`src/rtl/tpbl_pkg.sv`:
```
package tpbl_pkg;

	// field widths of the port payload
	localparam int unsigned IDX_W  = 7;
	localparam int unsigned NPER_W = 7;
	localparam int unsigned PER_W  = 8;
	localparam int unsigned EL_W   = 7;

	// period count after reset
	localparam logic [NPER_W-1:0] NPER_RESET = 7'd8;

	// word modes
	localparam logic MODE_WRITE = 1'b0;
	localparam logic MODE_QUERY = 1'b1;

	// result status codes
	localparam logic STATUS_OK        = 1'b0;
	localparam logic STATUS_BAD_INDEX = 1'b1;

	// controller to datapath
	typedef struct packed {
		logic accept;
		logic rd_en;
		logic out_load;
	} tpbl_cmd_t;

	// datapath to controller
	typedef struct packed {
		logic rd_last;
	} tpbl_stat_t;

endpackage

```
`src/rtl/tpbl_ctrl.sv`:
```
module tpbl_ctrl (
	input  logic                 clk,
	input  logic                 arst_n,
	input  logic                 in_valid,
	output logic                 in_stall,
	input  logic                 mode,
	output logic                 out_valid,
	input  logic                 out_stall,
	input  tpbl_pkg::tpbl_stat_t stat,
	output tpbl_pkg::tpbl_cmd_t  cmd
);
	import tpbl_pkg::*;

	typedef enum logic [4:0] {
		ST_IDLE   = 5'b00001,
		ST_WALK   = 5'b00010,
		ST_DRAIN1 = 5'b00100,
		ST_DRAIN2 = 5'b01000,
		ST_FINISH = 5'b10000
	} state_t;

	state_t state_q, state_d;
	logic   out_valid_q;
	logic   can_load;

	// output slot is free or being emptied
	assign can_load = !out_valid_q || !out_stall;

	assign in_stall     = (state_q != ST_IDLE);
	assign cmd.accept   = in_valid && (state_q == ST_IDLE);
	assign cmd.rd_en    = (state_q == ST_WALK);
	assign cmd.out_load = (state_q == ST_FINISH) && can_load;
	assign out_valid    = out_valid_q;

	// next state
	always_comb begin
		state_d = state_q;
		case (state_q)
			ST_IDLE: begin
				if (cmd.accept) begin
					state_d = (mode == MODE_QUERY) ? ST_WALK : ST_FINISH;
				end
			end
			ST_WALK: begin
				if (stat.rd_last) begin
					state_d = ST_DRAIN1;
				end
			end
			ST_DRAIN1: begin
				state_d = ST_DRAIN2;
			end
			ST_DRAIN2: begin
				state_d = ST_FINISH;
			end
			ST_FINISH: begin
				if (can_load) begin
					state_d = ST_IDLE;
				end
			end
			default: begin
				state_d = ST_IDLE;
			end
		endcase
	end

	// state and output valid
	always_ff @(posedge clk or negedge arst_n) begin
		if (!arst_n) begin
			state_q     <= ST_IDLE;
			out_valid_q <= 1'b0;
		end else begin
			state_q <= state_d;
			if (cmd.out_load) begin
				out_valid_q <= 1'b1;
			end else if (!out_stall) begin
				out_valid_q <= 1'b0;
			end
		end
	end

	// a write word goes straight to the result stage
	assert property (@(posedge clk) disable iff (!arst_n)
		(cmd.accept && mode == MODE_WRITE) |=> (state_q == ST_FINISH))
		else $error("write word did not go to finish");

	// walk stops after the last entry
	assert property (@(posedge clk) disable iff (!arst_n)
		(cmd.rd_en && stat.rd_last) |=> !cmd.rd_en)
		else $error("read issued past the last entry");

	// a waiting result is never overwritten
	assert property (@(posedge clk) disable iff (!arst_n)
		cmd.out_load |-> (!out_valid_q || !out_stall))
		else $error("result register overwritten while stalled");

endmodule

```
`src/rtl/tpbl_dpath.sv`:
```
module tpbl_dpath #(
	parameter int unsigned MAX_PERIODS = 64,
	parameter int unsigned TIME_BITS   = 32
) (
	input  logic                              clk,
	input  logic                              arst_n,
	input  logic                              cfg_wr_en,
	input  logic [tpbl_pkg::NPER_W-1:0]       cfg_wr_data,
	input  logic                              mode,
	input  logic [tpbl_pkg::IDX_W-1:0]        entry_index,
	input  logic [TIME_BITS-1:0]              time_value,
	input  tpbl_pkg::tpbl_cmd_t               cmd,
	output tpbl_pkg::tpbl_stat_t              stat,
	output logic                              status,
	output logic signed [tpbl_pkg::PER_W-1:0] plain_period,
	output logic signed [tpbl_pkg::PER_W-1:0] rounded_period,
	output logic [tpbl_pkg::EL_W-1:0]         early_period,
	output logic signed [tpbl_pkg::EL_W-1:0]  late_period
);
	import tpbl_pkg::*;

	localparam int unsigned AW = $clog2(MAX_PERIODS + 1);
	localparam int unsigned PW = $clog2(MAX_PERIODS + 2);
	localparam int unsigned TB = TIME_BITS;

	// table storage
	logic [TB-1:0] mem [0:MAX_PERIODS];

	logic [NPER_W-1:0] n_periods_q;
	logic [31:0]       n_wide;
	logic [AW-1:0]     n_used;
	logic [31:0]       idx_wide;
	logic              idx_bad;
	logic              mem_wr;

	logic          mode_q;
	logic          status_q;
	logic [TB-1:0] t_q;
	logic [AW-1:0] addr_q;
	logic [TB-1:0] prev_q;
	logic [PW-1:0] plain_pos_q;
	logic          plain_found_q;
	logic [PW-1:0] rnd_pos_q;
	logic          rnd_found_q;

	logic [TB-1:0] rd_data_s1;
	logic [AW-1:0] k_s1;
	logic          v_s1;
	logic [TB:0]   eff_a_s2;
	logic [TB:0]   eff_b_s2;
	logic [AW-1:0] k_s2;
	logic          v_s2;

	logic [TB:0]   d_ba;
	logic [TB:0]   d_ab;
	logic          ge;
	logic [TB-1:0] half;
	logic [TB:0]   a_m_h;
	logic [TB:0]   eff_a;
	logic [TB:0]   eff_b;

	logic [31:0] plain_w;
	logic [31:0] rnd_w;
	logic [31:0] late_w;

	logic [PER_W-1:0] plain_q;
	logic [PER_W-1:0] rounded_q;
	logic [EL_W-1:0]  early_q;
	logic [EL_W-1:0]  late_q;
	logic             out_status_q;

	// period count in use, clamped to 1..MAX_PERIODS
	always_comb begin
		n_wide = 32'(n_periods_q);
		if (n_periods_q == '0) begin
			n_wide = 32'd1;
		end else if (n_wide > MAX_PERIODS) begin
			n_wide = MAX_PERIODS;
		end
	end
	assign n_used = n_wide[AW-1:0];

	// write index check
	assign idx_wide = 32'(entry_index);
	assign idx_bad  = idx_wide > n_wide;
	assign mem_wr   = cmd.accept && (mode == MODE_WRITE) && !idx_bad;

	assign stat.rd_last = (addr_q == n_used);

	// configuration register
	always_ff @(posedge clk or negedge arst_n) begin
		if (!arst_n) begin
			n_periods_q <= NPER_RESET;
		end else if (cfg_wr_en) begin
			n_periods_q <= cfg_wr_data;
		end
	end

	// table write and registered read
	always_ff @(posedge clk) begin
		if (mem_wr) begin
			mem[idx_wide[AW-1:0]] <= time_value;
		end
		if (cmd.rd_en) begin
			rd_data_s1 <= mem[addr_q];
		end
	end

	// pipeline valid flags
	always_ff @(posedge clk or negedge arst_n) begin
		if (!arst_n) begin
			v_s1 <= 1'b0;
			v_s2 <= 1'b0;
		end else begin
			v_s1 <= cmd.rd_en;
			v_s2 <= v_s1;
		end
	end

	// half period and effective starts of entry k-1 and k
	always_comb begin
		d_ba  = {1'b0, rd_data_s1} - {1'b0, prev_q};
		d_ab  = {1'b0, prev_q} - {1'b0, rd_data_s1};
		ge    = !d_ba[TB];
		half  = ge ? {1'b0, d_ba[TB-1:1]} : {1'b0, d_ab[TB-1:1]};
		a_m_h = {1'b0, prev_q} - {1'b0, half};
		eff_b = ge ? ({1'b0, rd_data_s1} - {1'b0, half})
		           : ({1'b0, rd_data_s1} + {1'b0, half});
		if (ge) begin
			eff_a = a_m_h[TB] ? '0 : a_m_h;
		end else begin
			eff_a = {1'b0, prev_q} + {1'b0, half};
		end
	end

	// query word, walk address and searches
	always_ff @(posedge clk) begin
		k_s1 <= addr_q;
		if (v_s1) begin
			prev_q   <= rd_data_s1;
			eff_a_s2 <= eff_a;
			eff_b_s2 <= eff_b;
			k_s2     <= k_s1;
		end
		if (cmd.accept) begin
			mode_q        <= mode;
			status_q      <= (mode == MODE_WRITE && idx_bad) ? STATUS_BAD_INDEX : STATUS_OK;
			t_q           <= time_value;
			addr_q        <= '0;
			plain_pos_q   <= PW'(n_used) + PW'(1);
			rnd_pos_q     <= PW'(n_used) + PW'(1);
			plain_found_q <= 1'b0;
			rnd_found_q   <= 1'b0;
		end else begin
			if (cmd.rd_en) begin
				addr_q <= addr_q + AW'(1);
			end
			// plain search on stored starts
			if (v_s1 && !plain_found_q && (t_q < rd_data_s1)) begin
				plain_pos_q   <= PW'(k_s1);
				plain_found_q <= 1'b1;
			end
			// search on effective starts, entry 0 checked along with entry 1
			if (v_s2 && !rnd_found_q && (k_s2 != '0)) begin
				if ((k_s2 == AW'(1)) && ({1'b0, t_q} < eff_a_s2)) begin
					rnd_pos_q   <= '0;
					rnd_found_q <= 1'b1;
				end else if ({1'b0, t_q} < eff_b_s2) begin
					rnd_pos_q   <= PW'(k_s2);
					rnd_found_q <= 1'b1;
				end
			end
		end
	end

	// result formatting, found position minus one (minus two for the late period)
	assign plain_w = 32'(plain_pos_q) - 32'd1;
	assign rnd_w   = 32'(rnd_pos_q) - 32'd1;
	assign late_w  = 32'(rnd_pos_q) - 32'd2;

	// output word register
	always_ff @(posedge clk) begin
		if (cmd.out_load) begin
			out_status_q <= status_q;
			if (mode_q == MODE_QUERY) begin
				plain_q   <= plain_w[PER_W-1:0];
				rounded_q <= rnd_w[PER_W-1:0];
				early_q   <= (rnd_pos_q == '0) ? '0 : rnd_w[EL_W-1:0];
				late_q    <= (rnd_pos_q == '0) ? {EL_W{1'b1}} : late_w[EL_W-1:0];
			end else begin
				plain_q   <= '0;
				rounded_q <= '0;
				early_q   <= '0;
				late_q    <= '0;
			end
		end
	end

	assign status         = out_status_q;
	assign plain_period   = $signed(plain_q);
	assign rounded_period = $signed(rounded_q);
	assign early_period   = early_q;
	assign late_period    = $signed(late_q);

	// reads stay inside the used table
	assert property (@(posedge clk) disable iff (!arst_n)
		cmd.rd_en |-> (addr_q <= n_used))
		else $error("read address beyond used table");

	// compare stage only follows read data
	assert property (@(posedge clk) disable iff (!arst_n)
		v_s2 |-> $past(v_s1))
		else $error("compare stage without read data");

	// a new word finds the search pipeline empty
	assert property (@(posedge clk) disable iff (!arst_n)
		cmd.accept |-> (!v_s1 && !v_s2))
		else $error("word accepted while search still in flight");

endmodule

```
`src/rtl/timestamp_period_bucket_lookup.sv`:
```
// channel   signals                                           direction
// ------    ------------------------------------------------  ---------
// input     in_valid, in_stall, mode, entry_index, time_value  in
// output    out_valid, out_stall, status, plain_period,        out
//           rounded_period, early_period, late_period
// config    cfg_wr_en, cfg_wr_data (n_periods)                 in
//
// a write word goes straight to the result stage; a query word walks entries 0..n of the
// table, n being n_periods clamped to 1..MAX_PERIODS, through its one read port, one entry
// per cycle.
// one word is in work at a time; the next word is taken while a result waits.
// table contents are undefined after reset; n_periods resets to 8.
// out_stall holds the result register; work finishes and waits for it.
module timestamp_period_bucket_lookup #(
	parameter int unsigned MAX_PERIODS = 64,
	parameter int unsigned TIME_BITS   = 32
) (
	input  logic                              clk,
	input  logic                              arst_n,
	input  logic                              cfg_wr_en,
	input  logic [tpbl_pkg::NPER_W-1:0]       cfg_wr_data,
	input  logic                              in_valid,
	output logic                              in_stall,
	input  logic                              mode,
	input  logic [tpbl_pkg::IDX_W-1:0]        entry_index,
	input  logic [TIME_BITS-1:0]              time_value,
	output logic                              out_valid,
	input  logic                              out_stall,
	output logic                              status,
	output logic signed [tpbl_pkg::PER_W-1:0] plain_period,
	output logic signed [tpbl_pkg::PER_W-1:0] rounded_period,
	output logic [tpbl_pkg::EL_W-1:0]         early_period,
	output logic signed [tpbl_pkg::EL_W-1:0]  late_period
);
	import tpbl_pkg::*;

	tpbl_cmd_t  cmd;
	tpbl_stat_t stat;

	// sequencer
	tpbl_ctrl u_ctrl (
		.clk       (clk),
		.arst_n    (arst_n),
		.in_valid  (in_valid),
		.in_stall  (in_stall),
		.mode      (mode),
		.out_valid (out_valid),
		.out_stall (out_stall),
		.stat      (stat),
		.cmd       (cmd)
	);

	// table, searches and result register
	tpbl_dpath #(
		.MAX_PERIODS (MAX_PERIODS),
		.TIME_BITS   (TIME_BITS)
	) u_dpath (
		.clk            (clk),
		.arst_n         (arst_n),
		.cfg_wr_en      (cfg_wr_en),
		.cfg_wr_data    (cfg_wr_data),
		.mode           (mode),
		.entry_index    (entry_index),
		.time_value     (time_value),
		.cmd            (cmd),
		.stat           (stat),
		.status         (status),
		.plain_period   (plain_period),
		.rounded_period (rounded_period),
		.early_period   (early_period),
		.late_period    (late_period)
	);

endmodule

```
`config.mk`:
```
export PLATFORM = sky130hd
export DESIGN_NAME = timestamp_period_bucket_lookup
export DESIGN_NICKNAME = d
export VERILOG_FILES = /design/src/rtl/tpbl_pkg.sv /design/src/rtl/tpbl_ctrl.sv /design/src/rtl/tpbl_dpath.sv /design/src/rtl/timestamp_period_bucket_lookup.sv
export SDC_FILE = /design/constraint.sdc
export NUM_CORES = 2
export LEC_CHECK = 0
export ABC_AREA = 0
export BUFFER_PORTS_ARGS = -buffer_cell sky130_fd_sc_hd__clkbuf_2
export CAP_MARGIN = 0
export CORE_MARGIN = 1
export CORE_UTILIZATION = 59
export CTS_CLUSTER_DIAMETER = 30
export DETAILED_ROUTE_END_ITERATION = 12
export PLACE_DENSITY_LB_ADDON = 0.15
export SLEW_MARGIN = 40
export SYNTH_ARGS = -nofsm -noshare
export SYNTH_HDL_FRONTEND = slang
export SYNTH_SLANG_ARGS = --single-unit
```
`constraint.sdc`:
```
create_clock -name clk -period 11.12 [get_ports clk]
set_input_delay 1.668 -clock clk [delete_from_list [all_inputs] [get_ports clk]]
set_output_delay 1.668 -clock clk [all_outputs]
set_load 0.1 [all_outputs]
```
Yosys cells after proc, flatten, opt, wreduce, memory -nomap -nowiden:

Memories as Yosys holds them, arrays and structs flattened. A register that Yosys moved wholly into a read port is not among the register bits.
Index checks and enable logic that the tools add are counted.
W data, S select, Z words.

* flip-flop bits (word level): 215
* latch bits: 0
* RAM bits: 2080
* ROM bits: 0
* input port bits: 52
* output and inout bits: 33
* word-level logic and storage cells: 106
* memories kept: 1

* add/subtract/negate cells: 11
* multipliers: 0
* div/mod/pow operators: 0
* order comparisons: 5
* equality and inequality tests: 12
* shift operators: 0
* multiplexer cells: 25
* bitwise operators: 2
* reduce and logical (&&, ||, !) cells: 27

Memories
* u_dpath.mem: depth 65, bits a word 32, read ports 1, clocked after memory_dff 1, wr ports 1, RTL line tpbl_dpath.sv:27 `logic [TB-1:0] mem [0:MAX_PERIODS];`

Operators with widths (number)
* $sub A32 B32 Y33: 3
* $add A32 B32 Y33: 2
* $lt A32 B33 Y1: 2
* $mux W33: 2
* $mux W7: 9
* $lt A32 B32 Y1: 1
* $mux W32: 1
* $sub A32 B32 Y32: 1
* $mux W31: 1
* $pmux W5 S5: 1
* $mux W5: 4
* $sub A7 B1 Y8 const B: 2
* $add A7 B1 Y7 const B: 2
* $logic_not A7 Y1: 2
* $logic_and A1 B1 Y1: 10
* $eq A7 B1 Y1 const B: 1
* $eq A7 B7 Y1: 1
* $gt A7 B7 Y1: 1
* $gt A7 B7 Y1 const B: 1
* $mux W1: 7
* $reduce_bool A7 Y1: 1
* $sub A7 B2 Y7 const B: 1
* $ne A2 B1 Y1 const B: 3
* $reduce_bool A2 Y1: 3
* other kinds (14): 20

Logic depth before layout (Yosys ltp):

* word-level depth: 8
* depth in mapped cells: 29
* depth with buffers taken out: 26

Cells and area by module:

From an unflattened synthesis, not the netlist that was laid out.

* cells, all modules: 5212
* area total of the unflattened synthesis: 98953.7 um2

Modules (own cells, without submodules)
* tpbl_dpath: times used 1, cells an instance 5176, area each 98600.8 um2, seq. area each 69492.9 um2
* tpbl_ctrl: times used 1, cells an instance 36, area each 352.8 um2, seq. area each 151.4 um2

Worst setup path after synthesis:

OpenSTA, ideal clock, no wires.

* path kind: register to register
* start: reg u_dpath.rd_data_s1[22], read port of u_dpath.mem
* end: reg u_dpath.eff_b_s2[32] (data pin)
* library setup time: 0.263 ns
* data arrival time: 6.283 ns
* required time: 10.857 ns
* slack: 4.575 ns
* stages on the path, launching flop included: 29
* path buffers: 4
* clock period less this slack: 6.545 ns
* cell sequence: edfxtp_1 inv_1 ha_1 buf_4 and4_4 nor2b_4 a311o_1 or2_4 nor2_4 clkbuf_1 clkbuf_1 clkbuf_1 mux2i_1 ha_1 and4_1 a21oi_1 xnor2_1 ha_1 a21o_1 a221o_1 a31o_2 a211oi_1 nor2_1 a41o_1 nor3_1 nor2_1 a221oi_1 o21ai_0 xnor2_1

* cells in the longest elaborated chain, start to end: 4
* elaborated cells between the ends (all ways): 6
* those cells by class: add/sub: 4; mux: 2

Ends and longest elaborated chain
* start, declared: RTL line tpbl_dpath.sv:46 `logic [TB-1:0] rd_data_s1;`
* $sub A32 B32 Y33 / $sub A32 B32 Y32 (equally long branches): RTL line tpbl_dpath.sv:122, tpbl_dpath.sv:123
* $mux W31: RTL line tpbl_dpath.sv:125 `half = ge ? {1'b0, d_ba[TB-1:1]} : {1'b0, d_ab[TB-1:1]};`
* $sub A32 B32 Y33 / $add A32 B32 Y33 (equally long branches): RTL line tpbl_dpath.sv:127, tpbl_dpath.sv:128
* $mux W33 *: RTL line tpbl_dpath.sv:127 `eff_b = ge ? ({1'b0, rd_data_s1} - {1'b0, half})`
* named net u_dpath.eff_b[32]: RTL line tpbl_dpath.sv:60 `logic [TB:0] eff_b;`
* end signal, assigned: RTL line tpbl_dpath.sv:142 `eff_b_s2 <= eff_b;`
* end, declared: RTL line tpbl_dpath.sv:50 `logic [TB:0] eff_b_s2;`

Mark *: on every way through the listed nets, which the timed path passes. The rest lies on a longest branch.
A chain may end at the register's enable or synchronous reset.

Final worst setup path:

* start: reg u_dpath.rd_data_s1[26], read port of u_dpath.mem
* end: reg u_dpath.eff_b_s2[32] (data pin)

The elaborated chain is that of the path after synthesis.

==> reports/qor.yml <==
final_layout:
  num-fill-cells: 10000
  instances_no_fill: 8320
  layout-drive-gt1-share_pct: 28.5
  area_delta_synth_final_pct: 18.6
  finish.net_count: 6074
sta:
  clock.fmax_mhz: 132
  tightest_slew_ns: 0.911
  finalSetupViolations: 0
  fin_worst_skew_ns: 0.112
  fin_worst_hold_slack_ns: 0.379
  layout_worst_path_cycle_share_pct: 68.4
  maxSlewViolCount: 0
  period_minus_slack_ns: 7.60
  setup_tns_ns: 0
  timing.max_slew.rel_slack_pct: 38.6
  hold_violations: 0
  setup_repair_after_global_routing_missed_its_margin: "no"
cts:
  max-clock-path-buffers: 4
  htree_levels: 5
  cts_tree: "done"
  clock_latency_ns: 0.97
  postCtsResizedCells: 0
  clock-root-buffer: "sky130_fd_sc_hd__clkbuf_16"
  cts.sink_count: 2327
  postcts_setup_bufs: 0
  cts_hold_repair.buffers: 0
  cts.reportedPaths.clkPinSlew_ns: 0.05
  cts_buffers: 438
global_route:
  number_of_global_route_vias_before_repair: 57200
  grt_overflow_total: 0
  grt_util_all_layers_pct: 32.5
  grt_pass1_wl_mm: 394
  grt_start_max_net_pins: 120
  initial_antenna_violation_count: 18
critical_path:
  cp_data_arrival_time_ns: 8.22
  sum_of_buffers_and_inverters_on_the_critical_path: 2
  worst_path_max_delay_cell: "sky130_fd_sc_hd__ha_1"
  cp_data_required_time_ns: 11.74
  worst_r2r_endpoint: "u_dpath.eff_b_s2[32]"
  critical_path.endpoint_type: "flip-flop"
  maximum_fanout_count_along_the_critical_path: 21
  crit_startpoint: "u_dpath.rd_data_s1[26]"
  startpoint_type: "flip-flop"
  worstRegToRegCells: 26
  reg2reg_slack_ns: 3.52
  slowest_delay_ns: 0.61
  capturing_instance_or_port_of_the_critical_path: "u_dpath.eff_b_s2[32]"
  crit_cells: 26
  critPathKind: "reg -> reg"
  reg2reg_from: "u_dpath.rd_data_s1[26]"
  timing.critical_path.max_delay_family: "simple AND/OR/NAND/NOR gates"
run:
  max_cap_violations: 0
drt:
  post_drt_wl_per_cell_um: 32.9
  antenna_left: 0
  firstDrtPassIters: 8
  drt-vias-per-instance: 6.71
  detailedRoute.firstIterationViolations: 6530
  number_of_drc_violations_after_detailed_routing: 0
  routed_wl_mm: 274
  vias: 55900
place:
  buffer_ports.inserted: 84
  place_congestion: 0.936
  dpl.cell_count: 7516
  place.detailed.hpwl_mm: 152
synth:
  area_of_the_mapped_netlist_um2: 99600
  syn_area_per_cell_um2: 18.7
  synth_fp_nets: 5660
  yosys_most_used_dff: "sky130_fd_sc_hd__edfxtp_1"
  synth_enable_flop_cells: 2296
  synth.ff_latch_count: 2327
  synthCells: 5340
  netlist-cell-type-count: 95
  ys.warnings.count: 0
  synth_async_sr_flop_share_pct: 0.645
  synth_sequential_area_ratio_pct: 69.9
die:
  die_h_um: 413
  start_util_pct: 59.5
  dieArea_um2: 170000
  placement_rows: 150
  core_area_um2: 167000
  die_w_um: 413
  floorplan.io_pins: 85
pwr:
  power_density_nw_per_um2: 274
  leakage_component_of_the_power_nw: 39.4
  highest_ir_drop_seen_on_vdd_mv: 0.199
hold_path:
  hold_class: "reg -> reg"
outcome:
  status: "finished, final reports clean"
worst min path at each step:
stage	depth (start not counted)	to	startpoint
after floorplan	0	u_dpath.k_s1[2]	u_dpath.addr_q[2]
after global placement	0	u_dpath.k_s1[6]	u_dpath.addr_q[6]
after detailed placement	0	u_dpath.k_s1[6]	u_dpath.addr_q[6]
after CTS	0	u_dpath.k_s1[6]	u_dpath.addr_q[6]
after global routing	0	u_dpath.k_s1[6]	u_dpath.addr_q[6]
final	0	u_dpath.k_s1[6]	u_dpath.addr_q[6]
sequential cells by signal, summed over array words and instances (netlist names), 8 cells and up:
register                count
u_dpath.eff_a_s2           33
u_dpath.eff_b_s2           33
u_dpath.mem              2080
u_dpath.plain_period        8
u_dpath.prev_q             32
u_dpath.rd_data_s1         32
u_dpath.rounded_period      8
u_dpath.t_q                32
routing by layer:
metal  track usage [%]  share of wire, %  vias to the layer above
met5                 0             0.043                        -
met4              12.2               3.7                       16
met3              6.32               8.5                      617
met2              53.5                50                     3239
met1              43.4                38                    29100
li1                  -                 -                    22900
cells in the mapped netlist (30+ instances only):
library cell	instances	area, um^2
sky130_fd_sc_hd__nand3_1	49	245
sky130_fd_sc_hd__o21bai_1	32	240
sky130_fd_sc_hd__o21ai_0	126	631
sky130_fd_sc_hd__buf_1	67	251
sky130_fd_sc_hd__mux4_2	662	14900
sky130_fd_sc_hd__xnor2_1	72	631
sky130_fd_sc_hd__nor2_1	236	886
sky130_fd_sc_hd__o21a_1	30	225
sky130_fd_sc_hd__nand4_1	35	219
sky130_fd_sc_hd__nor3_1	56	280
sky130_fd_sc_hd__a31oi_1	35	219
sky130_fd_sc_hd__ha_1	264	3300
sky130_fd_sc_hd__nand2_1	146	548
sky130_fd_sc_hd__mux2_2	38	428
sky130_fd_sc_hd__a21oi_1	240	1200
sky130_fd_sc_hd__a21o_1	104	781
sky130_fd_sc_hd__edfxtp_1	2296	68900
sky130_fd_sc_hd__xor2_1	31	272
sky130_fd_sc_hd__clkbuf_1	152	571
sky130_fd_sc_hd__inv_1	226	848
per-stage QoR:
stage | instance area [um^2] | worst slack, ns | power, mW | utilization [%]
after floorplan | 99600 | 4.57 | 16.8 | -
after global placement | 103000 | 3.37 | 19.2 | 61.7
after detailed placement | 104000 | 3.27 | 19.3 | 61.8
after CTS | 118000 | 3.20 | 32.4 | 70.5
after global routing | 118000 | 2.99 | 33.5 | 70.5
final | 118000 | 3.52 | 32.3 | 70.5
kinds of logic after synthesis:
group | Yosys count | share of synthesized area (%)
muxes | 714 | 15.5
adders and majority gates | 268 | 3.40
and+or+nand+nor | 696 | 3.42
buffers and inverters | 474 | 1.84
AOI/OAI and AO/OA | 757 | 4.95
xor gates and xnor gates | 104 | 0.922
DFF | 2327 | 69.9
cells in the final DEF (no fill, tap or decap), drive strengths merged, types with 57 or more instances in the layout:
master	netlist	layout
edfxtp	2296	2296
mux4	662	662
clkbuf	152	580
ha	264	264
inv	226	264
a21oi	240	240
nor2	238	238
clkinv	2	160
nand2	146	146
buf	94	136
o21ai	133	133
a21o	104	104
xnor2	72	72
nor3	57	57
report_power, final:
group	switching, mW	internal (mW)
registers	0.263	10.1
clock network	4.47	8.49
logic	5.21	3.74
layout make-up:
type,instances,area [um^2],share of cell area (%)
flip-flops and latches,2327,69700,59.0
multi-input cells,2539,28700,24.3
clock buffers,496,11300,9.57
clock inverters,300,3180,2.69
well taps,2204,2760,2.34
repair buffers,220,1630,1.38
inverters,228,856,0.725
diodes,6,15.0,0.0127
No activity file was read; power rests on OpenSTA's default activity.
